## src/design/sc_pkg.sv

```systemverilog
// ----------------------------------------------------------------------------
// sc_pkg
// Request types and cell control group for the sparse compact sort block.
// ----------------------------------------------------------------------------
`default_nettype none

package sc_pkg;

    localparam int PORT_COL_W = 10;
    localparam int VALUE_W    = 32;
    localparam int COUNT_W    = 6;

    typedef struct packed {
        logic [PORT_COL_W-1:0]     column_index;
        logic signed [VALUE_W-1:0] element_value;
        logic                      end_of_vector;
    } sc_in_t;

    typedef struct packed {
        logic [PORT_COL_W-1:0]     out_column;
        logic signed [VALUE_W-1:0] out_value;
        logic [COUNT_W-1:0]        nonzero_count;
        logic                      final_entry;
        logic                      none_found;
        logic                      overflowed;
    } sc_out_t;

    // per-cell control: insert the broadcast pair, shift toward cell 0,
    // and whether this cell currently holds a kept pair
    typedef struct packed {
        logic insert;
        logic shift;
        logic occupied;
    } sc_ctrl_t;

endpackage

`default_nettype wire

```

## src/design/sparse_compact_sort.sv

```systemverilog
// ----------------------------------------------------------------------------
// sparse_compact_sort
// Dense-to-sparse vector compactor with results sorted by column.
// ----------------------------------------------------------------------------
// Dense elements are taken one per cycle. Nonzero pairs drop into a chain of
// CAPACITY cells, each comparing its column with the incoming one in the same
// cycle, so insertion never stalls the input. The element flagged end_of_vector
// is inserted too, after which input stalls while the chain drains out of
// cell 0: N results for N kept pairs (one result for an empty vector), one
// per cycle while m_ready is high. Pairs past CAPACITY are dropped and every
// result of that vector carries overflowed. Store contents are not reset; no
// clearing pass is needed.
// ----------------------------------------------------------------------------
`default_nettype none

module sparse_compact_sort
    import sc_pkg::*;
#(
    parameter int CAPACITY    = 32,
    parameter int COLUMN_BITS = 10
) (
    input  wire logic    aclk,
    input  wire logic    aresetn,
    input  wire logic    s_valid,
    output logic         s_ready,
    input  wire sc_in_t  s_data,
    output logic         m_valid,
    input  wire logic    m_ready,
    output sc_out_t      m_data
);

    localparam int KEY_W = (COLUMN_BITS < PORT_COL_W) ? COLUMN_BITS : PORT_COL_W;
    localparam int CNT_W = $clog2(CAPACITY + 1);

    localparam logic ST_IDLE  = 1'b0;
    localparam logic ST_DRAIN = 1'b1;

    logic             state_reg, state_next;
    logic [CNT_W-1:0] count_reg, count_next;
    logic [CNT_W-1:0] rem_reg, rem_next;
    logic             ovf_reg, ovf_next;

    logic s_fire, m_fire, nonzero, has_room, do_insert, do_shift, last_out;

    logic [KEY_W-1:0]   new_col;
    logic [VALUE_W-1:0] new_val;

    sc_ctrl_t           ctrl [CAPACITY];
    logic               ins  [CAPACITY];
    logic [KEY_W-1:0]   col  [CAPACITY];
    logic [VALUE_W-1:0] val  [CAPACITY];

    logic [CNT_W+COUNT_W-1:0] count_wide;
    logic [PORT_COL_W+KEY_W-1:0] col_wide;

    assign s_ready = (state_reg == ST_IDLE);
    assign m_valid = (state_reg == ST_DRAIN);
    assign s_fire  = s_valid && s_ready;
    assign m_fire  = m_valid && m_ready;

    assign new_col  = s_data.column_index[KEY_W-1:0];
    assign new_val  = s_data.element_value;
    assign nonzero  = (s_data.element_value != '0);
    assign has_room = (count_reg < CNT_W'(CAPACITY));
    assign do_insert = s_fire && nonzero && has_room;
    assign do_shift  = m_fire;
    assign last_out  = (count_reg == '0) || (rem_reg == CNT_W'(1));

    for (genvar i = 0; i < CAPACITY; i++) begin : g_cell
        logic               l_ins;
        logic [KEY_W-1:0]   l_col, r_col;
        logic [VALUE_W-1:0] l_val, r_val;

        assign ctrl[i].insert   = do_insert;
        assign ctrl[i].shift    = do_shift;
        assign ctrl[i].occupied = (count_reg > CNT_W'(i));

        if (i == 0) begin : g_first
            assign l_ins = 1'b0;
            assign l_col = '0;
            assign l_val = '0;
        end else begin : g_mid
            assign l_ins = ins[i-1];
            assign l_col = col[i-1];
            assign l_val = val[i-1];
        end

        if (i == CAPACITY - 1) begin : g_last
            assign r_col = '0;
            assign r_val = '0;
        end else begin : g_inner
            assign r_col = col[i+1];
            assign r_val = val[i+1];
        end

        sc_cell #(.KEY_W(KEY_W)) u_cell (
            .aclk      (aclk),
            .ctrl      (ctrl[i]),
            .new_col   (new_col),
            .new_val   (new_val),
            .left_ins  (l_ins),
            .left_col  (l_col),
            .left_val  (l_val),
            .right_col (r_col),
            .right_val (r_val),
            .ins       (ins[i]),
            .col       (col[i]),
            .val       (val[i])
        );
    end

    always_comb begin
        state_next = state_reg;
        count_next = count_reg;
        rem_next   = rem_reg;
        ovf_next   = ovf_reg;
        case (state_reg)
            ST_IDLE: begin
                if (s_fire) begin
                    if (do_insert) begin
                        count_next = count_reg + CNT_W'(1);
                    end else if (nonzero) begin
                        ovf_next = 1'b1;
                    end
                    if (s_data.end_of_vector) begin
                        state_next = ST_DRAIN;
                        rem_next   = count_next;
                    end
                end
            end
            ST_DRAIN: begin
                if (m_fire) begin
                    if (last_out) begin
                        state_next = ST_IDLE;
                        count_next = '0;
                        ovf_next   = 1'b0;
                    end else begin
                        rem_next = rem_reg - CNT_W'(1);
                    end
                end
            end
            default: state_next = ST_IDLE;
        endcase
    end

    always_ff @(posedge aclk) begin
        if (!aresetn) begin
            state_reg <= ST_IDLE;
            count_reg <= '0;
            rem_reg   <= '0;
            ovf_reg   <= 1'b0;
        end else begin
            state_reg <= state_next;
            count_reg <= count_next;
            rem_reg   <= rem_next;
            ovf_reg   <= ovf_next;
        end
    end

    assign count_wide = {{COUNT_W{1'b0}}, count_reg};
    assign col_wide   = {{PORT_COL_W{1'b0}}, col[0]};

    always_comb begin
        m_data.out_column    = col_wide[PORT_COL_W-1:0];
        m_data.out_value     = val[0];
        m_data.nonzero_count = count_wide[COUNT_W-1:0];
        m_data.final_entry   = last_out;
        m_data.none_found    = (count_reg == '0);
        m_data.overflowed    = ovf_reg;
        if (count_reg == '0) begin
            m_data.out_column = '0;
            m_data.out_value  = '0;
        end
    end

endmodule

`default_nettype wire

```

## src/design/sc_cell.sv

```systemverilog
// ----------------------------------------------------------------------------
// sc_cell
// One slot of the insertion chain: holds a column/value pair, takes the new
// pair or its left neighbor's pair on insert, and its right neighbor's pair
// on drain.
// ----------------------------------------------------------------------------
`default_nettype none

module sc_cell
    import sc_pkg::*;
#(
    parameter int KEY_W = 10
) (
    input  wire logic               aclk,
    input  wire sc_ctrl_t           ctrl,
    input  wire logic [KEY_W-1:0]   new_col,
    input  wire logic [VALUE_W-1:0] new_val,
    input  wire logic               left_ins,
    input  wire logic [KEY_W-1:0]   left_col,
    input  wire logic [VALUE_W-1:0] left_val,
    input  wire logic [KEY_W-1:0]   right_col,
    input  wire logic [VALUE_W-1:0] right_val,
    output logic                    ins,
    output logic [KEY_W-1:0]        col,
    output logic [VALUE_W-1:0]      val
);

    logic [KEY_W-1:0]   col_reg, col_next;
    logic [VALUE_W-1:0] val_reg, val_next;

    // empty slots and slots with a larger column move right; equal stays
    assign ins = !ctrl.occupied || (col_reg > new_col);

    always_comb begin
        col_next = col_reg;
        val_next = val_reg;
        if (ctrl.shift) begin
            col_next = right_col;
            val_next = right_val;
        end else if (ctrl.insert) begin
            if (left_ins) begin
                col_next = left_col;
                val_next = left_val;
            end else if (ins) begin
                col_next = new_col;
                val_next = new_val;
            end
        end
    end

    always_ff @(posedge aclk) begin
        col_reg <= col_next;
        val_reg <= val_next;
    end

    assign col = col_reg;
    assign val = val_reg;

endmodule

`default_nettype wire

```

## config.mk

```make
export PLATFORM = sky130hd
export DESIGN_NAME = sparse_compact_sort
export DESIGN_NICKNAME = d
export VERILOG_FILES = /design/src/design/sc_pkg.sv /design/src/design/sparse_compact_sort.sv /design/src/design/sc_cell.sv
export SDC_FILE = /design/constraint.sdc
export NUM_CORES = 2
export LEC_CHECK = 0
export BUFFER_PORTS_ARGS = -buffer_cell sky130_fd_sc_hd__buf_2
export CORE_AREA = 5 5 510 512
export CTS_CLUSTER_DIAMETER = 30
export CTS_CLUSTER_SIZE = 28
export DETAILED_ROUTE_END_ITERATION = 7
export DIE_AREA = 0 0 515 517
export PLACE_DENSITY = 0.56
export SYNTH_ARGS = -nofsm -noshare
export SYNTH_HDL_FRONTEND = slang
export SYNTH_SLANG_ARGS = --single-unit
export TNS_END_PERCENT = 1
```

## constraint.sdc

```tcl
create_clock -name aclk -period 12.05 [get_ports aclk]
set_input_delay 1.8075 -clock aclk [delete_from_list [all_inputs] [get_ports aclk]]
set_output_delay 1.8075 -clock aclk [all_outputs]
set_load 0.01 [all_outputs]
```

======== Word level (Yosys, flattened, before mapping) ========
Index checks and enable logic that the tools add are counted.
word-level totals
  register bits ........................... 1358
  bits of input ports ..................... 47
  output and inout port bits .............. 53
  logic and storage cells ................. 555
operators by class
  add/subtract/negate cells ............... 2
  order comparisons ....................... 65
  equal/unequal tests ..................... 8
  multiplexer cells ....................... 272
  bitwise operators ....................... 1
  reduce and logical (&&, ||, !) cells .... 139
operators by type and width
  operator                                                                  number
  32-bit 2-to-1 mux                                                         125
  10-bit 2-to-1 mux                                                         125
  10-bit > comparator                                                       32
  6-bit by 5-bit > comparator with 1-bit output (second input constant)     16
  3-bit nonzero test                                                        30
  2-bit AND reduction                                                       32
  6-bit by 4-bit > comparator with 1-bit output (second input constant)     8
  6-bit 2-to-1 mux                                                          8
  42-bit 2-to-1 mux                                                         1
  1-bit logical OR                                                          33
  1-bit logical NOT                                                         32
  32-bit nonzero test                                                       1
  6-bit by 3-bit > comparator with 1-bit output (second input constant)     4
  6-bit one-hot mux with 2 select lines                                     2
  6-bit by 1-bit > comparator with 1-bit output (second input constant)     2
  6-bit by 2-bit > comparator with 1-bit output (second input constant)     2
  2-bit by 1-bit inequality test with 1-bit output (second input constant)  5
  1-bit 2-to-1 mux                                                          9
  6-bit by 1-bit adder with 6-bit output (second input constant)            1
  6-bit by 1-bit equality test with 1-bit output (second input constant)    1
  6-bit logical NOT                                                         1
  6-bit less-than comparator (second input constant)                        1
  2-bit nonzero test                                                        3
  6-bit by 1-bit subtractor with 6-bit output (second input constant)       1
  7 further kinds                                                           12

======== Logic depth before layout (Yosys ltp) ========
  depth after elaboration ................. 8
  mapped depth ............................ 12

======== Modules after synthesis ========
From an unflattened synthesis, not the netlist that was laid out.
unflattened totals
  cells, all modules ...................... 7475
  area, all modules ....................... 79231.0 µm²
by module, submodules not included
  module                            instances  cells each  area each (µm²)
  sc_cell at g_cell[0].u_cell ...   21         226         2418.6
  sc_cell at g_cell[29].u_cell ...  11         226         2427.3
  sparse_compact_sort               1          243         1740.4

======== Worst setup path after synthesis ========
Ideal clock, no wire load.
  kind .................................... input -> register
  start point ............................. in s_data[40] (netlist bit)
  end point ............................... reg g_cell[15].u_cell.col_reg[0] (enable)
  library setup time ...................... 0.500 ns
  arrival ................................. 6.794 ns
  slack ................................... 4.756 ns
  stages .................................. 10
  buffers on the path ..................... 3
  cells stage by stage .................... clkbuf_1 > inv_1 > ha_1 > nand4_1 > nor3_1 > or4_1 > buf_2 > buf_2 > a221oi_1 > o21ai_0
between the ends
  cells in the longest elaborated chain, start to end .. 4
  elaborated cells between the ends (all ways) .. 6
RTL lines
  what                                      line                       RTL
  start: declaration                        sparse_compact_sort.sv:26  input wire sc_in_t s_data,
  10-bit > comparator                       sc_cell.sv:32              assign ins = !ctrl.occupied || (col_reg > new_col);
  1-bit logical OR                          sc_cell.sv:32
  3-bit nonzero test (no source line) (*)   -
  2-bit AND reduction (no source line) (*)  -
  end signal: assignment                    sc_cell.sv:52              col_reg <= col_next;
  end: declaration                          sc_cell.sv:28              logic [KEY_W-1:0] col_reg, col_next;
Mark *: on every way between the ends. The rest lies on a longest branch, timed or not.
A chain may end at the register's enable or synchronous reset.

======== Worst setup path in the final report ========
  start point ............................. in s_data[37] (netlist bit)
  end point ............................... reg g_cell[11].u_cell.val_reg[17] (enable)
between the ends
  cells in the longest elaborated chain, start to end .. 4
  elaborated cells between the ends (all ways) .. 6
RTL lines
  what                                      line           RTL
  10-bit > comparator                       sc_cell.sv:32
  1-bit logical OR                          sc_cell.sv:32
  3-bit nonzero test (no source line) (*)   -
  2-bit AND reduction (no source line) (*)  -
  end signal: assignment                    sc_cell.sv:53  val_reg <= val_next;
  end: declaration                          sc_cell.sv:29  logic [VALUE_W-1:0] val_reg, val_next;
Marked as above.

==> impl_results.md <==
* Status: finished, violations left
* Violations in the final reports: design-rule violations
* Worst hold-check slack at 485.7 ps
* # Max-Cap Violations at 0
* Commonest cells in the netlist: sky130_fd_sc_hd__edfxtp_1, sky130_fd_sc_hd__nand2_1, sky130_fd_sc_hd__nor2_1
* Final estimated routing congestion in global placement at approximately 0.9
* Clock-pin slew on the worst setup and hold paths at around 40 ps
* Cell chosen for the clock root: sky130_fd_sc_hd__clkbuf_16
* Number of global-route vias before repair at roughly 84000
* Hold/Removal Path Class: register to register
* Routed length per instance at between 20 and 30 um
* Cell repeated most along the worst path: sky130_fd_sc_hd__buf_4
* Proportion of synthesized chip area in sequential cells at between 40 and 50%
* Leakage power of the design at around 37 nW
* Number of standard cells after synthesis at slightly below 10000
* Clock skew at approximately 52 ps
* Buffer depth of the longest clock path at 4
* Number of levels in the clock H-tree at 5
* CP cell instances: buf_2 -> clkinv_1 -> buf_4 -> ha_1 -> nor3_1 -> nor2_1 -> o41ai_1 -> a211oi_4 -> buf_4 -> o21ai_0 -> nand2_2
* Worst Tran Pin Value at approximately 1300 ps
* Number of flip-flops in the largest register at 1024
* Die Wd at between 500 and 600 um
* Die height at around 520 um
* Number of warning messages in the yosys log at 0
* Crit path time final at 6292 ps
* Placeable core region at 255300 um^2
* Post-synthesis register bit count at ~1400
* Depth of the most critical reg-to-reg path at 10
* # Post-CTS Setup Buffers at 0
* Required time reported for the critical path endpoint at ~13000 ps
* Area of the die at approximately 270000 um^2
* Net total in the final layout at between 9000 and 10000
* Type of origin of the critical path: primary input
* Sort of element at the end of the critical path: register
* Unrepaired setup endpoints after global routing: no
* Count of flip-flops with a built-in enable after synthesis at ~1300
* Largest net degree at the start of global routing at ~190
* Share of Yosys cell area claimed by the top area cell type at around 44%
* Final setup violation count at 0
* Share of flip-flops with an asynchronous set or reset after synthesis at 0%
* DRC violation count after routing at 6
* TNS Setup at 0 ps
* Count of cells along the worst hold path at 2
* Peak ir drop on the vdd network at 174.6 uV
* P per Cell Area at 201.6 nW/um^2
* Simple logic cell fraction of the synthesized area at about a fifth
* Remaining antenna violation count after routing at 0
* Cts bufs inserted at between 300 and 400
* Post-CTS Hold Buffers at 0
* Area overhead of the layout relative to synthesis at 18.00%
* Cell with the most instances after synthesis: sky130_fd_sc_hd__edfxtp_1
* Relative slew margins at 15.82%
* Top flip-flop cell by instance count after synthesis: sky130_fd_sc_hd__edfxtp_1
* Final critical-path share of the clock period at a little over half
* Via-to-Cell Ratio at around 6.6
* Total track usage at between 20% and 30%
* Post-synthesis compound-gate area fraction at 24.76%
* Proportion of layout cells with a drive suffix above 1 at roughly 12%
* Post-detailed-placement half-perimeter wirelength at 238800 um
* Number of buffers added on ports at 99
* Post-synthesis share of cell area spent on full adders, half adders and majority gates at under 10%
* DR iter-0 viols at between 9000 and 10000
* Cell area after technology mapping at 88670 um^2
* Most area-hungry cell type in the Yosys netlist: sky130_fd_sc_hd__edfxtp_1
* Synth area leaders: sky130_fd_sc_hd__edfxtp_1, sky130_fd_sc_hd__ha_1, sky130_fd_sc_hd__o311a_1, sky130_fd_sc_hd__nor3_1, sky130_fd_sc_hd__nand2_1
* Leftover overflow at the end of global routing at 0
* Clock tree sinks at between 1000 and 1500
* Total number of vias at approximately 85000
* Standard cell with the maximum stage delay on the critical path: sky130_fd_sc_hd__nand2_2
* Initial Utilization at 34.73%
* Global-route wire length before repair at roughly 530000 um
* Antenna violations before repair at 5
* Number of hold violations in the final report at 0
* Fraction of synthesized cell area in xor and xnor cells at less than 1%
* PostCTS Resize Cnt at 0
* Max-slew violation total from the final report at 0
* Crit path max fanout at 73
* Post-synthesis mux area share at less than 1%
* Yosys cell types at 80
* Maximum clock frequency at about 160 MHz
* Worst Path Arrival at 6860 ps
* Synthesized netlist net count at between 9000 and 10000
* Clock network latency to the later pin of the worst-skew pair at around 970 ps
* Critical path's largest stage delay at slightly above 800 ps
* Io pins at 100
* Post-detailed-routing wire length at 357100 um
* Worst setup path class: primary input to register
* Average instance area after synthesis at 9.203 um^2
* Floorplan row count at between 150 and 200
* Count of TritonRoute iterations in the first routing pass at 8
* Main combinational cell family by area after synthesis: compound AO/OA/AOI/OAI gates
* Clock tree from TritonCTS: yes
## cell families after synthesis
logic type                 after synthesis
xor gates and xnor gates                 3
DFF                                   1358
buffers and inverters                 1228
AOI/OAI and AO/OA                     3110
adders and majority gates              315
and+or+nand+nor                       3577
muxes                                   44
## placed cells by master, fill, tap and decap left out, types with 46 or more instances in the layout
master                      count
sky130_fd_sc_hd__nand4_1       47
sky130_fd_sc_hd__clkbuf_1      70
sky130_fd_sc_hd__nand3_1      632
sky130_fd_sc_hd__nor2_1       784
sky130_fd_sc_hd__a2111oi_1     64
sky130_fd_sc_hd__clkinv_2      69
sky130_fd_sc_hd__o31ai_1       46
sky130_fd_sc_hd__a211oi_1     146
sky130_fd_sc_hd__a2111oi_0     72
sky130_fd_sc_hd__a311oi_1      88
sky130_fd_sc_hd__buf_2         99
sky130_fd_sc_hd__edfxtp_1    1302
sky130_fd_sc_hd__nor3_1       653
sky130_fd_sc_hd__bufinv_16     59
sky130_fd_sc_hd__or3_1         50
sky130_fd_sc_hd__o21ai_0      598
sky130_fd_sc_hd__inv_1        102
sky130_fd_sc_hd__a31oi_1      172
sky130_fd_sc_hd__nand2b_1      55
sky130_fd_sc_hd__o311a_1      332
sky130_fd_sc_hd__nor3b_1       84
sky130_fd_sc_hd__clkbuf_16    403
sky130_fd_sc_hd__buf_4        216
sky130_fd_sc_hd__clkinv_1      57
sky130_fd_sc_hd__nand2_1      850
sky130_fd_sc_hd__ha_1         315
sky130_fd_sc_hd__dfxtp_1       53
sky130_fd_sc_hd__o22ai_1      381
sky130_fd_sc_hd__nand3b_1     164
sky130_fd_sc_hd__o211ai_1     378
sky130_fd_sc_hd__a21oi_1      445
sky130_fd_sc_hd__o221ai_1      96
## critical path: cells and delay by family
kind,cells,cell delay (ps)
buf+inv,4,2650
simple gates,3,1000
compound gates,3,930
fa+ha+maj,1,390
## final timing paths
check                from                   endpoint  slack [ps]
min               ovf_reg                    ovf_reg         490
max            s_data[37]  g_cell[11].u_cell.val[17]        5760
max reg2reg  count_reg[1]   g_cell[9].u_cell.val[10]        7260
min reg2reg       ovf_reg                    ovf_reg         490
## final cells by class
type / count / area, um^2
antenna: 6 / 15.01
clock buffer: 488 / 10550
clock inverter: 216 / 2621
fill: 24666 / 150700
inverter: 113 / 424.2
multi-input combinational: 7049 / 44320
sequential: 1358 / 40220
tap: 3384 / 4234
timing repair buffer: 322 / 2248
## report_power, final
group / switching (mW) / leakage (nW) / total [mW] / internal (mW)
logic: 2.26 / 17.1 / 3.66 / 1.41
registers: 0.695 / 13.4 / 6.99 / 6.29
clock network: 3.10 / 6.39 / 10.4 / 7.35
## per-stage QoR
stage	instances	setup WS, ps	total power [mW]	util [%]	area (um^2)
4_1_cts	12930	5843	21.09	40.98	104600
5_1_grt	12931	5456	21.86	40.98	104600
3_5_place_dp	12226	4845	10.63	35.82	91440
6_report	12936	5758	21.10	40.99	104600
2_1_floorplan	9635	4756	9.365	-	88670
3_3_place_gp	12225	3545	10.49	35.81	91430
## metal layers
| layer | up-vias | part of all wire [%] | track usage [%] |
|---|---|---|---|
| met5 | - | 0.0059 | 0 |
| met4 | 4 | 6.4 | 15.16 |
| met3 | 1013 | 7.3 | 3.602 |
| met2 | 4531 | 47 | 42.02 |
| met1 | 42487 | 40 | 32.07 |
| li1 | 36984 | - | - |
Note: power is estimated with default switching activity, not from simulation.
